--- src/assert_macros.svh ---
// Concurrent assertion helpers, compiled out with NO_ASSERTIONS
`ifndef ASSERT_MACROS_SVH
`define ASSERT_MACROS_SVH
`ifndef NO_ASSERTIONS
`define TAMM_ASSERT(lbl, clk, rst_n, prop) \
  lbl: assert property (@(posedge clk) disable iff (!rst_n) (prop)) \
    else $error("tamm assertion failed");
`define TAMM_NEVER(lbl, clk, rst_n, expr) \
  lbl: assert property (@(posedge clk) disable iff (!rst_n) !(expr)) \
    else $error("tamm forbidden condition seen");
`else
`define TAMM_ASSERT(lbl, clk, rst_n, prop)
`define TAMM_NEVER(lbl, clk, rst_n, expr)
`endif
`endif

--- src/tamm_pkg.sv ---
package tamm_pkg;

  localparam int unsigned DataW       = 32;
  localparam int unsigned AddrW       = 8;
  localparam int unsigned CmdW        = 3;
  localparam int unsigned StatusW     = 2;
  localparam int unsigned MemWordsDef = 256;
  localparam int unsigned AddrSpan    = 1 << AddrW;
  localparam int unsigned QueueDepth  = 2;

  typedef enum logic [CmdW-1:0] {
    CMD_ADD   = 3'd0,
    CMD_SUB   = 3'd1,
    CMD_MUL   = 3'd2,
    CMD_DIV   = 3'd3,
    CMD_READ  = 3'd5,
    CMD_WRITE = 3'd6,
    CMD_STORE = 3'd7
  } cmd_e;

  typedef enum logic [StatusW-1:0] {
    ST_DONE    = 2'd0,
    ST_VALID   = 2'd1,
    ST_BADOP   = 2'd2,
    ST_DIVZERO = 2'd3
  } status_e;

  // operation class handed from front to back
  typedef enum logic [2:0] {
    K_ADD,
    K_SUB,
    K_MUL,
    K_DIV,
    K_READ,
    K_WRITE,
    K_STORE,
    K_BAD
  } kind_e;

  typedef struct packed {
    kind_e            kind;
    logic [AddrW-1:0] dest;
    logic [AddrW-1:0] src_a;
    logic [AddrW-1:0] src_b;
    logic [DataW-1:0] value;
  } uop_t;

  typedef struct packed {
    logic             we;
    logic [AddrW-1:0] waddr;
    logic [DataW-1:0] wdata;
    logic [AddrW-1:0] raddr_a;
    logic [AddrW-1:0] raddr_b;
  } ram_req_t;

endpackage

--- src/tamm_if.sv ---


interface tamm_rsp_if;
  import tamm_pkg::*;

  logic                    valid;
  logic                    ready;
  logic [StatusW-1:0]      status;
  logic signed [DataW-1:0] out_value;

  modport source (
    output valid, status, out_value,
    input  ready
  );
  modport sink (
    input  valid, status, out_value,
    output ready
  );
endinterface

--- src/tamm_div.sv ---
module tamm_div (
  input  logic                       clk_i,
  input  logic                       rst_ni,
  input  logic                       start_i,
  input  logic [tamm_pkg::DataW-1:0] dividend_i,
  input  logic [tamm_pkg::DataW-1:0] divisor_i,
  output logic                       done_o,
  output logic [tamm_pkg::DataW-1:0] quot_o
);
  import tamm_pkg::*;

  localparam int unsigned CntW = $clog2(DataW);

  typedef enum logic [1:0] {
    S_IDLE,
    S_RUN,
    S_DONE
  } state_e;

  state_e           state_q;
  logic [CntW-1:0]  cnt_q;
  logic [DataW-1:0] quo_q, rem_q, den_q;
  logic             neg_q;
  logic [DataW:0]   rem_sh, diff;
  logic             fits;

  // one restoring shift-subtract step per cycle on magnitudes
  assign rem_sh = {rem_q, quo_q[DataW-1]};
  assign diff   = rem_sh - {1'b0, den_q};
  assign fits   = !diff[DataW];

  assign done_o = (state_q == S_DONE);
  assign quot_o = neg_q ? ('0 - quo_q) : quo_q;

  always_ff @(posedge clk_i or negedge rst_ni) begin
    if (!rst_ni) begin
      state_q <= S_IDLE;
      cnt_q   <= '0;
      quo_q   <= '0;
      rem_q   <= '0;
      den_q   <= '0;
      neg_q   <= 1'b0;
    end else begin
      unique case (state_q)
        S_IDLE: begin
          if (start_i) begin
            quo_q   <= dividend_i[DataW-1] ? ('0 - dividend_i) : dividend_i;
            den_q   <= divisor_i[DataW-1] ? ('0 - divisor_i) : divisor_i;
            rem_q   <= '0;
            neg_q   <= dividend_i[DataW-1] ^ divisor_i[DataW-1];
            cnt_q   <= '0;
            state_q <= S_RUN;
          end
        end
        S_RUN: begin
          rem_q <= fits ? diff[DataW-1:0] : rem_sh[DataW-1:0];
          quo_q <= {quo_q[DataW-2:0], fits};
          cnt_q <= cnt_q + 1'b1;
          if (cnt_q == CntW'(DataW - 1)) begin
            state_q <= S_DONE;
          end
        end
        S_DONE:  state_q <= S_IDLE;
        default: state_q <= S_IDLE;
      endcase
    end
  end

endmodule

--- src/tamm_back.sv ---
module tamm_back #(
  parameter int unsigned Depth = tamm_pkg::MemWordsDef
) (
  input  logic                       clk_i,
  input  logic                       rst_ni,
  input  logic                       uop_valid_i,
  input  tamm_pkg::uop_t             uop_i,
  output logic                       uop_pop_o,
  output tamm_pkg::ram_req_t         ram_o,
  input  logic [tamm_pkg::DataW-1:0] rdata_a_i,
  input  logic [tamm_pkg::DataW-1:0] rdata_b_i,
  tamm_rsp_if.source                 rsp_o
);
  import tamm_pkg::*;

  localparam int unsigned IdxW = $clog2(Depth);

  typedef enum logic [1:0] {
    S_IDLE,
    S_EXEC,
    S_DIV,
    S_FIN
  } state_e;

  state_e           state_q;
  uop_t             cur_q;
  logic [Depth-1:0] vld_q;
  logic             vld_a_q, vld_b_q;
  logic [DataW-1:0] res_q;
  logic             wr_q;
  status_e          st_q;
  logic             out_vld_q;
  status_e          out_st_q;
  logic [DataW-1:0] out_val_q;

  logic [DataW-1:0] op_a, op_b;
  logic             out_free;
  logic             div_start, div_done;
  logic [DataW-1:0] div_quot;

  // words never written read as zero
  assign op_a = vld_a_q ? rdata_a_i : '0;
  assign op_b = vld_b_q ? rdata_b_i : '0;

  assign out_free  = !out_vld_q || rsp_o.ready;
  assign uop_pop_o = (state_q == S_IDLE) && uop_valid_i;
  assign div_start = (state_q == S_EXEC) && (cur_q.kind == K_DIV) && (op_b != '0);

  always_comb begin
    ram_o         = '0;
    ram_o.raddr_a = (uop_i.kind == K_WRITE) ? uop_i.dest : uop_i.src_a;
    ram_o.raddr_b = uop_i.src_b;
    ram_o.we      = (state_q == S_FIN) && out_free && wr_q;
    ram_o.waddr   = cur_q.dest;
    ram_o.wdata   = res_q;
  end

  assign rsp_o.valid     = out_vld_q;
  assign rsp_o.status    = out_st_q;
  assign rsp_o.out_value = out_val_q;

  tamm_div u_div (
    .clk_i      (clk_i),
    .rst_ni     (rst_ni),
    .start_i    (div_start),
    .dividend_i (op_a),
    .divisor_i  (op_b),
    .done_o     (div_done),
    .quot_o     (div_quot)
  );

  always_ff @(posedge clk_i or negedge rst_ni) begin
    if (!rst_ni) begin
      state_q   <= S_IDLE;
      cur_q     <= '0;
      vld_q     <= '0;
      vld_a_q   <= 1'b0;
      vld_b_q   <= 1'b0;
      res_q     <= '0;
      wr_q      <= 1'b0;
      st_q      <= ST_DONE;
      out_vld_q <= 1'b0;
      out_st_q  <= ST_DONE;
      out_val_q <= '0;
    end else begin
      if (out_vld_q && rsp_o.ready) begin
        out_vld_q <= 1'b0;
      end
      unique case (state_q)
        S_IDLE: begin
          if (uop_valid_i) begin
            cur_q   <= uop_i;
            vld_a_q <= vld_q[ram_o.raddr_a[IdxW-1:0]];
            vld_b_q <= vld_q[ram_o.raddr_b[IdxW-1:0]];
            state_q <= S_EXEC;
          end
        end
        S_EXEC: begin
          wr_q    <= 1'b1;
          st_q    <= ST_DONE;
          state_q <= S_FIN;
          unique case (cur_q.kind) inside
            K_ADD: res_q <= op_a + op_b;
            K_SUB: res_q <= op_a - op_b;
            K_MUL: res_q <= op_a * op_b;
            K_DIV: begin
              if (op_b == '0) begin
                wr_q <= 1'b0;
                st_q <= ST_DIVZERO;
              end else begin
                state_q <= S_DIV;
              end
            end
            K_READ, K_STORE: res_q <= cur_q.value;
            K_WRITE: begin
              wr_q  <= 1'b0;
              st_q  <= ST_VALID;
              res_q <= op_a;
            end
            default: begin
              wr_q <= 1'b0;
              st_q <= ST_BADOP;
            end
          endcase
        end
        S_DIV: begin
          if (div_done) begin
            res_q   <= div_quot;
            state_q <= S_FIN;
          end
        end
        S_FIN: begin
          // hold until the output register is free
          if (out_free) begin
            out_vld_q <= 1'b1;
            out_st_q  <= st_q;
            out_val_q <= (st_q == ST_VALID) ? res_q : '0;
            if (wr_q) begin
              vld_q[cur_q.dest[IdxW-1:0]] <= 1'b1;
            end
            state_q <= S_IDLE;
          end
        end
        default: state_q <= S_IDLE;
      endcase
    end
  end

endmodule

--- src/flat_wrapper.sv ---
// flat-port wrapper written by rule: the top's interface ports become plain ports
module tamm_back_flat import tamm_pkg::*;
#(
  parameter int unsigned Depth = tamm_pkg::MemWordsDef
)
  (clk_i, rst_ni, uop_valid_i, uop_i, uop_pop_o, ram_o, rdata_a_i, rdata_b_i, rsp_o_valid, rsp_o_status, rsp_o_out_value, rsp_o_ready);
  tamm_rsp_if rsp_o_i ();
  input  logic clk_i;
  input  logic rst_ni;
  input  logic uop_valid_i;
  input  tamm_pkg::uop_t uop_i;
  output logic uop_pop_o;
  output tamm_pkg::ram_req_t ram_o;
  input  logic [tamm_pkg::DataW-1:0] rdata_a_i;
  input  logic [tamm_pkg::DataW-1:0] rdata_b_i;
  output wire logic [$bits(rsp_o_i.valid)-1:0] rsp_o_valid;
  output wire logic [$bits(rsp_o_i.status)-1:0] rsp_o_status;
  output wire logic [$bits(rsp_o_i.out_value)-1:0] rsp_o_out_value;
  input wire logic [$bits(rsp_o_i.ready)-1:0] rsp_o_ready;
  assign rsp_o_valid = rsp_o_i.valid;
  assign rsp_o_status = rsp_o_i.status;
  assign rsp_o_out_value = rsp_o_i.out_value;
  assign rsp_o_i.ready = rsp_o_ready;
  tamm_back #(.Depth(Depth)) u_core (.clk_i(clk_i), .rst_ni(rst_ni), .uop_valid_i(uop_valid_i), .uop_i(uop_i), .uop_pop_o(uop_pop_o), .ram_o(ram_o), .rdata_a_i(rdata_a_i), .rdata_b_i(rdata_b_i), .rsp_o(rsp_o_i));
endmodule
--- config.mk ---
export PLATFORM = sky130hd
export DESIGN_NAME = tamm_back_flat
export DESIGN_NICKNAME = d
export VERILOG_FILES = /design/src/assert_macros.svh /design/src/tamm_pkg.sv /design/src/tamm_if.sv /design/src/tamm_div.sv /design/src/tamm_back.sv /design/src/flat_wrapper.sv
export SDC_FILE = /design/constraint.sdc
export NUM_CORES = 2
export LEC_CHECK = 0
export ABC_CLOCK_PERIOD_IN_PS = 9800
export BUFFER_PORTS_ARGS = -buffer_cell sky130_fd_sc_hd__clkbuf_2
export CAP_MARGIN = 40
export CORE_MARGIN = 3
export CORE_UTILIZATION = 45
export DETAILED_ROUTE_END_ITERATION = 8
export HOLD_SLACK_MARGIN = 0.15
export PLACE_DENSITY = 0.59
export SETUP_SLACK_MARGIN = 0.1
export SLEW_MARGIN = 10
export SYNTH_ARGS = -nofsm -noshare
export SYNTH_HDL_FRONTEND = slang
export SYNTH_SLANG_ARGS = --single-unit
--- constraint.sdc ---
create_clock -name clk_i -period 9.8 [get_ports clk_i]
set_clock_uncertainty 0.05 [all_clocks]
set_input_delay 0.98 -clock clk_i [delete_from_list [all_inputs] [get_ports clk_i]]
set_output_delay 0.98 -clock clk_i [all_outputs]
set_load 0.005 [all_outputs]
# Word level (Yosys, flattened, before mapping)
# Cells that the tools add are included.
# totals
regBits,477
latchBits,0
ramBits,0
rom_bits,0
in_bits,127
out_inout_bits,93
word_cells,119
n_memories,0
# op_classes
n_addsub,7
n_mul,1
div,0
order_cmp,4
eq_ne,20
shifts,0
muxes,39
bitwise,2
reduce_logical,27
# ops
operator,n
32-bit two-way mux,10
256-bit OR,1
32-bit one-hot mux with 2 select lines,3
32-bit one-hot mux with 5 select lines,1
1-bit by 32-bit subtractor with 32-bit output (first input constant),3
33-bit by 32-bit subtractor with 33-bit output,1
32-bit adder,1
32-bit zero test,1
32-bit by 32-bit multiplier with 32-bit output,1
32-bit nonzero test,1
32-bit subtractor,1
8-bit by 9-bit less-than comparator with 1-bit output (second input constant),3
1-bit binary-select mux with 8-bit select,2
2-bit two-way mux,7
3-bit == test (second input constant),4
5-bit one-hot mux with 2 select lines,1
2-bit AND reduction,5
3-bit AND reduction,3
1-bit demux with 8-bit select,1
8-bit by 1-bit greater-or-equal comparator with 1-bit output (second input constant),1
1-bit two-way mux,8
8-bit two-way mux,1
2-bit one-hot mux with 4 select lines,1
1-bit logical AND,7
21 further kinds,32

# Logic depth before layout (Yosys ltp)
# logic_depth
ltp_word,5
depth_mapped,34
mapped_depth_nobuf,29

# Cells and area by module
# Synthesis repeated with hierarchy kept, for this count alone.
# hier_totals
hier_cells,4950
hier_area_um2,44592.8
# modules_own_cells
mod,instances,cells_per_inst,area_each_um2,seq_area_each_um2
tamm_back,1,4032,36809.1,9334.0
tamm_div,1,918,7783.7,2602.5

# Worst setup path before layout
# No wires, ideal clock.
# synth_path
path_type,flip-flop to flip-flop
start,register u_core.vld_a_q
end,register u_core.res_q[30]
setup_time_ns,0.077
arrival_time_ns,8.620
slack_ns,1.053
stages_incl_launch_ff,33
path_cell_list,dfrtp_1 -> clkbuf_1 -> buf_2 -> buf_1 -> clkbuf_1 -> buf_1 -> nand2_1 -> clkbuf_1 -> nor2_1 -> fa_1 -> fa_1 -> fa_1 -> inv_1 -> fa_1 -> inv_1 -> fa_1 -> inv_1 -> fa_1 -> inv_1 -> fa_1 -> inv_1 -> fa_1 -> inv_1 -> ha_1 -> and3_1 -> a221oi_1 -> o21ai_0 -> o41ai_1 -> a21oi_1 -> mux2i_1 -> o21ai_0 -> a221o_1 -> a21oi_1
# synth_between
elab_chain_cells,4
word_cells_on_any_way,6
# synth_rtl
element,line_no,text
from (decl),tamm_back.sv:28,"logic vld_a_q, vld_b_q;"
from (signal assigned),tamm_back.sv:93,vld_a_q <= vld_q[ram_o.raddr_a[IdxW-1:0]];
32-bit two-way mux (*),tamm_back.sv:42,assign op_a = vld_a_q ? rdata_a_i : '0;
32-bit by 32-bit multiplier with 32-bit output (tied with other cells),tamm_back.sv:105,K_MUL: res_q <= op_a * op_b;
32-bit one-hot mux with 5 select lines (*),tamm_back.sv:102,unique case (cur_q.kind) inside
32-bit one-hot mux with 2 select lines (*),tamm_back.sv:89,unique case (state_q)
to (signal assigned),tamm_back.sv:103,K_ADD: res_q <= op_a + op_b;
to (signal assigned),tamm_back.sv:104,K_SUB: res_q <= op_a - op_b;
to (signal assigned),tamm_back.sv:105,
to (decl),tamm_back.sv:29,logic [DataW-1:0] res_q;
# Every way passes the cells marked *; elsewhere a longest branch is shown, timed or not.
# A chain may end at the register's enable or synchronous reset.

# Worst setup path in the final report
# layout_path
start,register u_core.vld_a_q
end,register u_core.res_q[31]
# The elaborated chain is that of the path after synthesis.

==> impl_results.md <==
- Row count: 114
- DR DRC count: 0
- Clock Path Buffers: 3
- Initial DRC Count: between 3000 and 4000
- Cell Pwr Density: 274 nW/um^2
- Global-route wire length before repair: about 250 mm
- Finished layout cell area: ~50000 sq um
- RSZ-0062 raised after global routing: no
- WL final: 165 mm
- RD Place Congestion: 0.993
- Max-slew violation count: 0
- Share of cells above drive strength 1: between 10% and 20%
- Post-CTS setup buffer count: 0
- Avg WL per Cell: approximately 26 um
- Outcome: finished, final reports clean
- Placed cell area: 47700 sq um
- Period utilisation layout: 95.4%
- Multi-input gate area: 29600 sq um
- Die area: 103000 sq um
- Netlist cell types: roughly 90
- Worst path required time: slightly above 10 ns
- Final setup vio count: 0
- TritonCTS clock tree: yes
- DRT Pass-1 Iters: 6
- Max FO, Critical Path: 29
- Final nets: approximately 5800
- Port bufs: 219
- Starting density of the core: 45.8%
- Num CTS Buffers: 56
- Crit end category: flop
- Later-pin clock latency in the skew report: 0.69 ns
- Cts hold-fix bufs: 0
- Seq. cell area: 11900 sq um
- Via density: 5.96
- Post-route antenna net violation count: 0
- Worst Hold Class: input pin to async pin
- Std-Cell Core Area: 97600 sq um
- Clock Sinks: 477
- Slew margin rel.: 35.4%
- Startpoint Class: flop
- Most common cell in the netlist: nand2_1
- Maxcap violations: 0
- Most used cell, CP: fa_1
- TNS Setup: 0 ns
- Pleak: 24.5 nW
- Post-synth top area share: 26.7%
- Fmax: 107 MHz
- CP peak stage delay: 0.66 ns
- I/O pin count: 220
- Top FF cell, synth: dfrtp_1
- Syn nets: 5682
- List of most frequent post-synthesis cells: nand2_1, inv_1, nor2_1
- Grt total ovfl: 0
- Area Overhead vs Synth: 11.4%
- M1 wire length: approximately 66 mm
- Tot GR Track Use: between 30 and 40%
- Final Hold Viols: 0
- Top delay family on crit path: adder cells
- EDFF count, synth: 0
- Sequential area share after synthesis: between 20% and 30%
- Critical Path Source: u_core.vld_a_q
- Leading area contributor after synthesis: dfrtp_1
- Clk slew on worst S/H paths: 0.06 ns
- Worst-margin pin slew: 0.945 ns
- DP Wirelength: 128 mm
- Post_cts resized: 0
- Area contributors post-synth: dfrtp_1, fa_1, nand2_1, ha_1, inv_1
- WL met2: ~76 mm
- Yosys warns: 0
- CTS root buffer: clkbuf_16
- Yosys reg bits: 477
- Die W: 321 um
- Detail Route met3 WL: 14.1 mm
- Final min period: around 9.4 ns
- Vias in the first global route: 37900
- Initial antenna violation count: 9
- Worst IR Drop VDD: 0.172 mV
- Mapped cell area: ~45000 sq um
- Layout fillers: 9282
- Largest net degree at the start of global routing: 89
- Die Height: 321 um
- Via Count: roughly 38000
- DR top layer: met5
- Arrival time at the worst endpoint: 9.91 ns
- Origin of the critical flop-to-flop path: u_core.vld_a_q
- Pwr Total: 0.0136 W
- H-tree levels: 2
- Crit path kind: flop to flop
- Synth async-reset ratio: 100%
- Worst path buffer plus inverter count: 6
- Cell at the slowest stage of the critical path: dfrtp_2
- Avg Cell Area, Syn: 9.03 sq um
- Cell count after synthesis: 4947
## worst reg2reg max path: stages (launching register included)
cell and delay [ns]:
dfrtp_2 0.66, buf_4 0.36, nand2_1 0.51, clkinv_1 0.63, nand2_1 0.24, fa_1 0.48
fa_1 0.53, fa_1 0.59, inv_1 0.07, fa_1 0.43, fa_1 0.48, fa_1 0.51
fa_1 0.49, inv_1 0.06, fa_1 0.53, inv_1 0.04, ha_1 0.38, nand3_1 0.13
or2_2 0.34, o41ai_1 0.66, buf_4 0.23, o22ai_1 0.11, o21ai_0 0.29, xnor2_1 0.16
a211oi_1 0.09, a311oi_1 0.25
## layout make-up
type | instances | share of cell area, %
antenna | 5 | 0.0251
clock buffer | 78 | 3.23
inverter | 534 | 4.03
multi-input combinational | 3626 | 59.5
timing repair buffer | 362 | 5.10
tap | 1276 | 3.21
clock inverter | 26 | 0.918
sequential | 477 | 24.0
## flip-flops by register name (all words and copies together) (netlist names)
register,count
u_core.vld_q,256
u_core.cur_q,35
u_core.res_q,32
u_core.rsp_o.out_value,32
u_core.u_div.den_q,32
u_core.u_div.quo_q,32
u_core.u_div.rem_q,32
u_core.ram_o,8
u_core.u_div.cnt_q,5
u_core.rsp_o.status,2
u_core.st_q,2
u_core.state_q,2
u_core.u_div.state_q,2
u_core.rsp_o.valid,1
u_core.u_div.neg_q,1
u_core.vld_a_q,1
u_core.vld_b_q,1
u_core.wr_q,1
## kinds of logic (layout without fill, tap and decap cells)
logic type / Yosys count / count (layout) / share of synthesized area (%)
AOI/OAI and AO/OA: 970 / 970 / 15.0
xor gates and xnor gates: 232 / 232 / 4.61
adders and majority gates: 608 / 608 / 23.9
buffers and inverters: 844 / 1000 / 7.38
DFF: 477 / 477 / 26.7
muxes: 176 / 176 / 6.46
other: 0 / 5 / 0
and+or+nand+nor: 1640 / 1640 / 15.9
## worst paths after layout
kind                            slack [ns]               end  cells past startpoint
worst max-delay path                  0.45  u_core.res_q[31]                     25
worst min-delay path                  0.25  u_core.cur_q[10]                      1
worst max register to register        0.45  u_core.res_q[31]                     25
worst min register to register        0.42  u_core.vld_q[58]                      1
max in group asynchronous             7.48  u_core.vld_q[84]                      4
min in group clk_i                    0.42  u_core.vld_q[58]                      1
## metrics by stage
step / setup slack, ns / cells / util (%) / hold WS [ns]
6_report: 0.449 / 6384 / 51.0 / 0.249
2_1_floorplan: 1.05 / 4947 / - / 0.394
4_1_cts: 0.612 / 6378 / 51.0 / 0.285
3_5_place_dp: 0.353 / 6274 / 48.8 / 0.413
3_3_place_gp: 0.368 / 6238 / 48.2 / 0.405
5_1_grt: 0.218 / 6384 / 51.0 / 0.278
## routing by layer
metal	GRT usage, %	vias up
met5	0	-
met3	6.03	369
met4	15.9	2
li1	-	16700
met1	42.7	19200
met2	50.6	1764
## where the power goes
group / switching, W / internal (W) / total (W)
sequential: 0.000722 / 0.00266 / 0.00338
combinational: 0.00496 / 0.00294 / 0.00790
clock: 0.000918 / 0.00144 / 0.00235
## placed cells by master, fill, tap and decap left out, drive strengths merged, types with 11 or more instances in the layout
master  synthesis  routed
o21a           13      13
o221ai         13      13
o21bai         60      60
nand2b         43      43
nand3         215     215
o22ai          18      18
or3            24      24
a221oi         18      18
and2           26      26
mux2i          45      45
ha            198     198
a21oi         112     112
o211ai         12      12
buf            69     146
or4            12      12
xnor2         159     159
clkbuf        241     294
mux2           46      46
o31ai          43      43
inv           516     517
nand2         724     724
nand4          13      13
xor2           71      71
nor3           25      25
a211oi         14      14
o21ai         241     241
clkinv         18      32
nor2          479     479
fa            410     410
a31oi          31      31
dfrtp         477     477
a221o          29      29
o41ai          16      16
a22oi          19      19
bufinv          0      11
nor2b          18      18
a32oi          19      19
and3           27      27
mux4           85      85
a21o          235     235
Note: power is estimated with default switching activity, not from simulation.
