==> config.mk <==
export PLATFORM = sky130hd
export DESIGN_NAME = tamm_front_flat
export DESIGN_NICKNAME = d
export VERILOG_FILES = /design/src/assert_macros.svh /design/src/tamm_pkg.sv /design/src/tamm_if.sv /design/src/tamm_front.sv /design/src/flat_wrapper.sv
export SDC_FILE = /design/constraint.sdc
export NUM_CORES = 1
export LEC_CHECK = 0
export BUFFER_PORTS_ARGS = -buffer_cell sky130_fd_sc_hd__buf_2
export CORE_MARGIN = 2
export CORE_UTILIZATION = 56
export DETAILED_ROUTE_END_ITERATION = 8
export HOLD_SLACK_MARGIN = 0.05
export PLACE_DENSITY = 0.95
export SETUP_SLACK_MARGIN = 0.15
export SYNTH_ARGS = -nofsm -noshare
export SYNTH_HDL_FRONTEND = slang
export SYNTH_SLANG_ARGS = --single-unit
==> constraint.sdc <==
create_clock -name clk_i -period 8.9 [get_ports clk_i]
set_input_delay 1.78 -clock clk_i [delete_from_list [all_inputs] [get_ports clk_i]]
set_output_delay 1.78 -clock clk_i [all_outputs]
set_load 0.01 [all_outputs]
==> src/assert_macros.svh <==
// Concurrent assertion helpers, compiled out with NO_ASSERTIONS
`ifndef ASSERT_MACROS_SVH
`define ASSERT_MACROS_SVH
`ifndef NO_ASSERTIONS
`define TAMM_ASSERT(lbl, clk, rst_n, prop) \
  lbl: assert property (@(posedge clk) disable iff (!rst_n) (prop)) \
    else $error("tamm assertion failed");
`define TAMM_NEVER(lbl, clk, rst_n, expr) \
  lbl: assert property (@(posedge clk) disable iff (!rst_n) !(expr)) \
    else $error("tamm forbidden condition seen");
`else
`define TAMM_ASSERT(lbl, clk, rst_n, prop)
`define TAMM_NEVER(lbl, clk, rst_n, expr)
`endif
`endif

==> src/tamm_pkg.sv <==
package tamm_pkg;

  localparam int unsigned DataW       = 32;
  localparam int unsigned AddrW       = 8;
  localparam int unsigned CmdW        = 3;
  localparam int unsigned StatusW     = 2;
  localparam int unsigned MemWordsDef = 256;
  localparam int unsigned AddrSpan    = 1 << AddrW;
  localparam int unsigned QueueDepth  = 2;

  typedef enum logic [CmdW-1:0] {
    CMD_ADD   = 3'd0,
    CMD_SUB   = 3'd1,
    CMD_MUL   = 3'd2,
    CMD_DIV   = 3'd3,
    CMD_READ  = 3'd5,
    CMD_WRITE = 3'd6,
    CMD_STORE = 3'd7
  } cmd_e;

  typedef enum logic [StatusW-1:0] {
    ST_DONE    = 2'd0,
    ST_VALID   = 2'd1,
    ST_BADOP   = 2'd2,
    ST_DIVZERO = 2'd3
  } status_e;

  // operation class handed from front to back
  typedef enum logic [2:0] {
    K_ADD,
    K_SUB,
    K_MUL,
    K_DIV,
    K_READ,
    K_WRITE,
    K_STORE,
    K_BAD
  } kind_e;

  typedef struct packed {
    kind_e            kind;
    logic [AddrW-1:0] dest;
    logic [AddrW-1:0] src_a;
    logic [AddrW-1:0] src_b;
    logic [DataW-1:0] value;
  } uop_t;

  typedef struct packed {
    logic             we;
    logic [AddrW-1:0] waddr;
    logic [DataW-1:0] wdata;
    logic [AddrW-1:0] raddr_a;
    logic [AddrW-1:0] raddr_b;
  } ram_req_t;

endpackage

==> src/tamm_if.sv <==
interface tamm_req_if;
  import tamm_pkg::*;

  logic                    valid;
  logic                    ready;
  logic [CmdW-1:0]         cmd;
  logic [AddrW-1:0]        dest_addr;
  logic [AddrW-1:0]        src_a_addr;
  logic [AddrW-1:0]        src_b_addr;
  logic signed [DataW-1:0] immediate;
  logic signed [DataW-1:0] read_value;

  modport source (
    output valid, cmd, dest_addr, src_a_addr, src_b_addr, immediate, read_value,
    input  ready
  );
  modport sink (
    input  valid, cmd, dest_addr, src_a_addr, src_b_addr, immediate, read_value,
    output ready
  );
endinterface


==> src/tamm_front.sv <==
module tamm_front #(
  parameter int unsigned MemWords = tamm_pkg::MemWordsDef
) (
  input  logic           clk_i,
  input  logic           rst_ni,
  tamm_req_if.sink       req_i,
  output logic           uop_valid_o,
  output tamm_pkg::uop_t uop_o,
  input  logic           uop_pop_i
);
  import tamm_pkg::*;

  localparam int unsigned PtrW = $clog2(QueueDepth);
  localparam int unsigned CntW = $clog2(QueueDepth + 1);

  logic [AddrW-1:0] wrap_lut [AddrSpan];
  uop_t             entry;
  uop_t             fifo_q [QueueDepth];
  logic [PtrW-1:0]  wr_ptr_q, rd_ptr_q;
  logic [CntW-1:0]  count_q, count_d;
  logic             push;

  // fold the 8-bit address space onto the memory size
  for (genvar i = 0; i < AddrSpan; i++) begin : g_wrap
    localparam int unsigned Wrapped = i % MemWords;
    assign wrap_lut[i] = AddrW'(Wrapped);
  end

  always_comb begin
    entry       = '0;
    entry.dest  = wrap_lut[req_i.dest_addr];
    entry.src_a = wrap_lut[req_i.src_a_addr];
    entry.src_b = wrap_lut[req_i.src_b_addr];
    unique case (req_i.cmd)
      CMD_ADD:   entry.kind = K_ADD;
      CMD_SUB:   entry.kind = K_SUB;
      CMD_MUL:   entry.kind = K_MUL;
      CMD_DIV:   entry.kind = K_DIV;
      CMD_READ: begin
        entry.kind  = K_READ;
        entry.value = req_i.read_value;
      end
      CMD_WRITE: entry.kind = K_WRITE;
      CMD_STORE: begin
        entry.kind  = K_STORE;
        entry.value = req_i.immediate;
      end
      default:   entry.kind = K_BAD;
    endcase
  end

  assign req_i.ready = (count_q != CntW'(QueueDepth));
  assign push        = req_i.valid && req_i.ready;
  assign count_d     = count_q + CntW'(push) - CntW'(uop_pop_i);
  assign uop_valid_o = (count_q != '0);
  assign uop_o       = fifo_q[rd_ptr_q];

  always_ff @(posedge clk_i or negedge rst_ni) begin
    if (!rst_ni) begin
      wr_ptr_q <= '0;
      rd_ptr_q <= '0;
      count_q  <= '0;
    end else begin
      count_q <= count_d;
      if (push) begin
        wr_ptr_q <= (wr_ptr_q == PtrW'(QueueDepth - 1)) ? '0 : wr_ptr_q + 1'b1;
      end
      if (uop_pop_i) begin
        rd_ptr_q <= (rd_ptr_q == PtrW'(QueueDepth - 1)) ? '0 : rd_ptr_q + 1'b1;
      end
    end
  end

  always_ff @(posedge clk_i) begin
    if (push) begin
      fifo_q[wr_ptr_q] <= entry;
    end
  end

endmodule

==> src/flat_wrapper.sv <==
// flat-port wrapper written by rule: the top's interface ports become plain ports
module tamm_front_flat import tamm_pkg::*;
#(
  parameter int unsigned MemWords = tamm_pkg::MemWordsDef
)
  (clk_i, rst_ni, uop_valid_o, uop_o, uop_pop_i, req_i_valid, req_i_cmd, req_i_dest_addr, req_i_src_a_addr, req_i_src_b_addr, req_i_immediate, req_i_read_value, req_i_ready);
  tamm_req_if req_i_i ();
  input  logic clk_i;
  input  logic rst_ni;
  output logic uop_valid_o;
  output tamm_pkg::uop_t uop_o;
  input  logic uop_pop_i;
  input wire logic [$bits(req_i_i.valid)-1:0] req_i_valid;
  input wire logic [$bits(req_i_i.cmd)-1:0] req_i_cmd;
  input wire logic [$bits(req_i_i.dest_addr)-1:0] req_i_dest_addr;
  input wire logic [$bits(req_i_i.src_a_addr)-1:0] req_i_src_a_addr;
  input wire logic [$bits(req_i_i.src_b_addr)-1:0] req_i_src_b_addr;
  input wire logic [$bits(req_i_i.immediate)-1:0] req_i_immediate;
  input wire logic [$bits(req_i_i.read_value)-1:0] req_i_read_value;
  output wire logic [$bits(req_i_i.ready)-1:0] req_i_ready;
  assign req_i_i.valid = req_i_valid;
  assign req_i_i.cmd = req_i_cmd;
  assign req_i_i.dest_addr = req_i_dest_addr;
  assign req_i_i.src_a_addr = req_i_src_a_addr;
  assign req_i_i.src_b_addr = req_i_src_b_addr;
  assign req_i_i.immediate = req_i_immediate;
  assign req_i_i.read_value = req_i_read_value;
  assign req_i_ready = req_i_i.ready;
  tamm_front #(.MemWords(MemWords)) u_core (.clk_i(clk_i), .rst_ni(rst_ni), .req_i(req_i_i), .uop_valid_o(uop_valid_o), .uop_o(uop_o), .uop_pop_i(uop_pop_i));
endmodule
# --- Word level (Yosys, flattened, before mapping) ---
# Memory sizes are Yosys's and may differ from the RTL's.
# Index checks and enable logic that the tools add are counted.
totals:
  elab_cells: 39
  mem_bits_rw: 118
  register_bits: 4
  memories: 4
  mem_bits_ro: 6144
op_classes:
  magnitude_cmp: 3
  eq_ne: 7
  n_bitwise: 3
  reduce_logical: 3
  mux: 12
  addsub: 4
memory_table:
  columns: ["memory", "words", "width", "read_ports", "rd_clocked_by_memory_dff", "wr", "line", "source"]
  rows:
  - ["(no name shown)", 256, 8, 1, 0, 0, "tamm_front.sv:32", "entry.src_a = wrap_lut[req_i.src_a_addr];"]
  - ["(no name shown)", 256, 8, 1, 0, 0, "tamm_front.sv:33", "entry.src_b = wrap_lut[req_i.src_b_addr];"]
  - ["(no name shown)", 256, 8, 1, 0, 0, "tamm_front.sv:31", "entry.dest = wrap_lut[req_i.dest_addr];"]
  - ["u_core.fifo_q", 2, 59, 1, 0, 1, "tamm_front.sv:18", "uop_t fifo_q [QueueDepth];"]
ops:
  columns: ["op", "n"]
  rows:
  - ["$pmux W32 S2", 1]
  - ["$mux W8", 6]
  - ["$ge A9 B9 Y1 const B", 3]
  - ["$not A8 Y9", 3]
  - ["$pmux W3 S7", 1]
  - ["$eq A3 B3 Y1 const B", 3]
  - ["$eq A3 B2 Y1 const B", 2]
  - ["$mux W1", 4]
  - ["$eq A3 B1 Y1 const B", 1]
  - ["$logic_not A3 Y1", 1]
  - ["$add A1 B1 Y1 const B", 2]
  - ["$add A2 B1 Y2", 1]
  - ["$ne A2 B2 Y1 const B", 1]
  - ["$reduce_bool A2 Y1", 1]
  - ["$sub A2 B1 Y2", 1]
  - ["$logic_and A1 B1 Y1", 1]

# --- Logic depth before layout (Yosys ltp) ---
# Gate-level depths: netlist (run 1).
depth:
  depth_word: 4
  depth_mapped: 6

# --- Least setup slack after synthesis (run 1) ---
# No wires, ideal clock.
synth_path:
  path_type: "input to register"
  start: "input port req_i_valid"
  end: "memory u_core.fifo_q[0][0] (netlist name), enable pin"
  arrival_time_ns: 4.341
  cell_stages: 2
  slack_ns: 4.083
  setup_ns: 0.476
  t_required_ns: 8.424
  n_path_buf: 0
  cell_sequence: "nand2_1 -> nor2_1"
synth_via:
  elab_chain_len: 3
synth_rtl:
  columns: ["element", "line", "source"]
  rows:
  - ["start: declaration", "flat_wrapper.sv:13", "input wire logic [$bits(req_i_i.valid)-1:0] req_i_valid;"]
  - ["$logic_and A1 B1 Y1", "tamm_front.sv:53", "assign push = req_i.valid && req_i.ready;"]
  - ["$mux W1", "tamm_front.sv:75", "if (push) begin"]
  - ["$mux W1 (not written as such)", "tamm_front.sv:76", "fifo_q[wr_ptr_q] <= entry;"]
  - ["end: declaration", "tamm_front.sv:18", null]
# No other way between the ends.

==> results of run 1 <==
worst max path at each step:
stage               startpoint                   to  slack [ps]
2_1_floorplan      req_i_valid  u_core.fifo_q[0][0]        4080
3_3_place_gp   u_core.rd_ptr_q            uop_o[16]        5440
3_5_place_dp   u_core.rd_ptr_q            uop_o[56]        5430
4_1_cts        u_core.rd_ptr_q             uop_o[3]        4880
5_1_grt        u_core.rd_ptr_q            uop_o[58]        4830
6_report       u_core.rd_ptr_q             uop_o[3]        4910
per-layer routing:
metal	up-vias	share of wire	routed length, um
met5	-	0.0014	13
li1	1378	-	-
met3	12	0.073	679
met1	1408	0.41	3880
met4	2	0.012	110
met2	130	0.50	4670
flip-flops by register name, indices dropped and copies added, names as in the netlist:
register         count
u_core.rd_ptr_q      1
u_core.fifo_q      118
u_core.count_q       2
u_core.wr_ptr_q      1
logic make-up (layout without fill, tap and decap cells):
| logic type | count (synthesis) | in the layout |
|---|---|---|
| muxes | 91 | 91 |
| and+or+nand+nor | 39 | 39 |
| xor gates and xnor gates | 5 | 5 |
| adders and majority gates | 3 | 3 |
| DFF | 122 | 122 |
| buffers and inverters | 18 | 193 |
cells in the final DEF (no fill, tap or decap), types with 2 or more instances in the layout:
cell        instances
buf_2             155
clkinv_2            2
buf_4               3
xnor2_1             4
edfxtp_1          118
clkinvlp_4          5
dfrtp_1             3
nand2b_1            2
ha_1                3
mux2_4             59
clkbuf_16          16
inv_1               3
mux2i_1            32
clkinv_1            2
nor2_1             32
clkinv_4            4
area by class of cell:
type | count | area, um2 | share of cell area
Sequential cell | 122 | 3650 | 0.553
Timing Repair Buffer | 158 | 798 | 0.121
Tap cell | 111 | 139 | 0.0211
Multi-Input combinational cell | 138 | 1450 | 0.221
Clock buffer | 17 | 414 | 0.0628
Clock inverter | 15 | 129 | 0.0195
Inverter | 3 | 11.3 | 0.00171
stage by stage:
step,std cells,utilization,hold slack (ps),setup slack [ps]
detailed placement,532,0.658,488,5430
global placement,532,0.658,477,5440
floorplan,278,-,460,4080
CTS,564,0.717,498,4880
finish,564,0.717,500,4910
global route,564,0.717,526,4830
report_power, final:
group	internal (mW)	switching, mW
clock network	0.368	0.243
registers	0.792	0.114
logic	0.346	0.248
==> flow_metrics.tcl, run 1 <==
set metrics [dict create \
    outcome "finished, final reports clean" \
    r2r-end "u_core.fifo_q[0][23]" \
    setup_viol 0 \
    synthToLayoutAreaGrowth_pct 24.7 \
    cts.htree.levels 4 \
    critPathTopFamily "flip-flops" \
    p_leak_nw 2.83 \
    nFillCells 589 \
    min_period_ps 3990 \
    cts_tree "built" \
    synth.largest_area_cell "edfxtp_1" \
    reg2reg_slack_ps 7130 \
    setup.worst_path.start_class "flop" \
    drtAntennaViolNets 0 \
    cp.depth 2 \
    synth.yosys.seq_area_share 0.689 \
    synthMuxAreaShare 0.228 \
    cts_buffers 17 \
    routed_wl_um 9350 \
    ctsLongestPathBuffers 2 \
    critPathArrivalTime_ps 2210 \
    synth.distinct_cells 19 \
    synth_xor_area_frac 0.00828 \
    viasPerCell 5.20 \
    max_stage_delay_ps 1190 \
    vias 2930 \
    rsz0062_at_grt "false" \
    met3_usage 0.0683 \
    tns_ps 0 \
    route.detailed.drc 0 \
    netlist_area_mm2 0.00529 \
    fmax_mhz 251 \
    yosys-top-cells-area "edfxtp_1 67%, mux2_4 17%, mux2i_1 6.1%" \
    synth_top_family_by_area "multiplexers" \
    clk_latency_ps 500 \
    netlist_instances 278 \
    ir_worst_vdd_v 0.000172 \
    min_path_type "reg2reg" \
    ys_top_cells_by_count "118 x edfxtp_1, 59 x mux2_4, 33 x nor2_1, 32 x mux2i_1, 6 x buf_12" \
    tightest_slew_ps 1130 \
    synth-edff-count 118 \
    crit_fanout 60 \
    grt_pass1_vias 2983 \
    hold_end "u_core.count_q[1]" \
    hpwl_um 6080 \
    gp_congestion 0.780 \
    grt_max_degree 61 \
    synth_most_common_cell "edfxtp_1" \
    async_flop_share 0.0328 \
    power_density_mw_per_mm2 320 \
    rows 35 \
    finalHoldViolCount 0 \
    yosys.area_share.simple 0.0298 \
    cp.buffers_inverters 1 \
    clock_skew_ps 7.36 \
    coreArea_mm2 0.00920 \
    ios 156 \
    clkTransAtPathRegs_ps 50 \
    drv_slew 0 \
    met1_usage 0.217 \
    post_cts_resized 0 \
    overflow 0 \
    endpoint_kind "primary output" \
    antenna_found_initial 1 \
    whs_path_depth 1 \
    layout.nets 538 \
    reg2reg_from "u_core.count_q[1]" \
    post-route-period-util 0.448 \
    path_class "reg2out" \
    syn_nets 376 \
    synth_top_area_share 0.670 \
    grt_pass1_wl_um 14100 \
    final_area_mm2 0.00659 \
    avgSynthCellArea_um2 19.0 \
    clock-sinks 122 \
    start_util 0.575 \
    cp_cell_sequence "mux2_4 -> buf_2" \
    worst_ep_required_time_ps 7120 \
    reg2regPathDepth 4 \
    dpl_cell_area_mm2 0.00605 \
    root_buffer "clkbuf_8" \
    power_mw 2.11 \
    yosysWarnings 0 \
    ys_ff_latch 122 \
    synth_fa_ha_area_frac 0.00710 \
    firstDrtPassIters 5 \
    layout-drive-gt1-share 0.554 \
    die_area_mm2 0.0102 \
    drt_iter0_markers 96 \
    antennaDiodeCount 0 \
    die_x_um 101 \
    grt.total_usage 0.186 \
    port_buffers 155 \
    crit_slowest_cell "dfrtp_4" \
    cap_violations 0 \
    die-height_um 101 \
    synth_ff_type "edfxtp_1" \
    cts_hold_buffers 0 \
    slew_headroom 0.244 \
    cts_setup_buffers 0 \
    synth_compound_area_frac 0 \
    grt_util_met2 0.313 \
    routedWlPerCell_um 16.6 \
    hp-start "u_core.count_q[1]" \
    gr-max-usage-layer "met2" \
]
(Power assumes the default switching activity.)
==> inputs of run 2 (changes only) <==
--- a/config.mk
+++ b/config.mk
@@ -7,10 +7,10 @@
 export LEC_CHECK = 0
 export BUFFER_PORTS_ARGS = -buffer_cell sky130_fd_sc_hd__buf_2
 export CORE_MARGIN = 2
-export CORE_UTILIZATION = 56
+export CORE_UTILIZATION = 47
 export DETAILED_ROUTE_END_ITERATION = 8
 export HOLD_SLACK_MARGIN = 0.05
-export PLACE_DENSITY = 0.95
+export PLACE_DENSITY = 0.86
 export SETUP_SLACK_MARGIN = 0.15
 export SYNTH_ARGS = -nofsm -noshare
 export SYNTH_HDL_FRONTEND = slang
==> constraint.sdc (replaced) <==
create_clock -name clk_i -period 3.5 [get_ports clk_i]
set_input_delay 0.7 -clock clk_i [delete_from_list [all_inputs] [get_ports clk_i]]
set_output_delay 0.7 -clock clk_i [all_outputs]
set_load 0.01 [all_outputs]
==> flow_metrics.tcl, run 2 (synthesis results as in run 1) <==
set metrics [dict create \
    largest_register "u_core.fifo_q" \
    start_util 0.486 \
    setup_viol 0 \
    tns_ps 0 \
    slew_headroom 0.640 \
    fin_util 0.616 \
    die_area_mm2 0.0121 \
    drv_slew 0 \
    gp_congestion 0.714 \
    coreArea_mm2 0.0109 \
    grt.total_usage 0.157 \
    min_period_ps 2770 \
    drt_iter0_markers 86 \
    worst_ep_required_time_ps 2800 \
    viasPerCell 4.82 \
    firstDrtPassIters 5 \
    power_density_mw_per_mm2 813 \
    drtAntennaViolNets 0 \
    final_cell_mix "155 x buf_2, 118 x edfxtp_1, 59 x mux2_4" \
    multi_input_area_mm2 0.00145 \
    startpoint "u_core.rd_ptr_q" \
    port_buffers 155 \
    max_stage_delay_ps 750 \
    path_class "reg2out" \
    ctsLongestPathBuffers 2 \
    die-height_um 110 \
    ios 156 \
    hp-start "req_i_dest_addr[5]" \
    antenna_found_initial 0 \
    clock-sinks 122 \
    grt_pass1_wl_um 13900 \
    cts.htree.levels 4 \
    min_path_type "in2reg" \
    critPathTopFamily "flip-flops" \
    root_buffer "clkbuf_8" \
    setup.worst_path.start_class "flop" \
    clkTransAtPathRegs_ps 60 \
    overflow 0 \
    largest_register_ffs 118 \
    rows 38 \
    layout.nets 544 \
    layout-drive-gt1-share 0.549 \
    seq_area_mm2 0.00365 \
    cts_buffers 17 \
    routed_wl_um 9300 \
    nFillCells 811 \
    critPathArrivalTime_ps 2070 \
    p_leak_nw 2.88 \
    hpwl_um 6310 \
    post-route-period-util 0.791 \
    routedWlPerCell_um 15.5 \
    cts_setup_buffers 0 \
    clk_latency_ps 500 \
    ir_worst_vdd_v 0.000436 \
    vias 2889 \
    clock_skew_ps 8.35 \
    grt_max_degree 34 \
    reg2reg_from "u_core.count_q[1]" \
    finalHoldViolCount 0 \
    post_cts_resized 0 \
    cts_tree "built" \
    synthToLayoutAreaGrowth_pct 26.8 \
    final_common_cell "buf_2" \
    antennaDiodeCount 0 \
    grt_pass1_vias 2895 \
    die_x_um 110 \
    rsz0062_at_grt "false" \
    crit_fanout 33 \
    cp_cell_sequence "buf_12 -> mux2_4 -> buf_2" \
    cp.buffers_inverters 2 \
    cap_violations 0 \
    route.detailed.drc 0 \
    fmax_mhz 361 \
    endpoint_kind "primary output" \
    largest_registers "u_core.fifo_q: 118 flops, u_core.count_q: 2 flops" \
    tightest_slew_ps 540 \
    crit_slowest_cell "dfrtp_4" \
    outcome "finished, final reports clean" \
]
[run 2: cell types whose count changed in the layout (fill, tap and decap cells not counted), sizes merged]
| cell | before | now |
|---|---|---|
| clkbuf | 17 | 23 |
| buf | 158 | 163 |
| clkinvlp | 5 | 1 |
| clkinv | 8 | 5 |
| bufinv | 1 | 3 |
| dlygate4sd3 | 0 | 1 |
| inv | 4 | 3 |
[run 2: per-stage QoR]
step	setup slack (ps)	instance area, um2	power, mW	hold slack, ps	cells
3_5_place_dp	1210	6140	3.89	513	566
6_report	732	6710	5.45	391	599
2_1_floorplan	748	5290	3.45	404	278
5_1_grt	627	6710	5.73	370	599
3_3_place_gp	1210	6140	3.83	476	566
4_1_cts	655	6710	5.55	359	599
[run 2: final timing paths]
path / end / slack [ps] / cells past startpoint
max in group asynchronous: u_core.rd_ptr_q / 2810 / 2
max reg2reg: u_core.fifo_q[0][10] / 1990 / 4
max: uop_o[26] / 730 / 3
min reg2reg: u_core.count_q[1] / 530 / 1
min in group asynchronous: u_core.count_q[0] / 550 / 2
min: u_core.fifo_q[1][53] / 390 / 1
[run 2: power by group]
part           internal, mW  total (mW)  switching (mW)
clock                  1.08        1.63           0.557
sequential             2.01        2.19           0.178
combinational         0.887        1.63           0.743
[run 2: area by class of cell]
class	count	share of cell area
multi-input combinational	138	0.217
timing repair buffer	164	0.128
tap	140	0.0261
inverter	3	0.00168
clock inverter	9	0.0183
sequential	122	0.544
clock buffer	23	0.0651
[run 2: what timing repair did]
item,4_1_cts,5_1_grt
endpoints found under the setup margin,0,0
hold buffers,1,0
endpoints found under the hold margin,4,0
[run 2: worst register-to-register path: stages, from the launching register on]
cell and delay (ps):
dfrtp_1 400, nand2b_1 120, nand2_1 140, nor2_4 110, buf_4 380
[run 2: routing by layer]
metal | vias up | routed length [um] | share of wire | global-route usage
met2 | 118 | 4980 | 0.54 | 0.282
met1 | 1372 | 3610 | 0.39 | 0.177
met5 | - | 0 | 0 | 0
li1 | 1387 | - | - | -
met4 | 0 | 155 | 0.017 | 0.0732
met3 | 12 | 556 | 0.060 | 0.0347
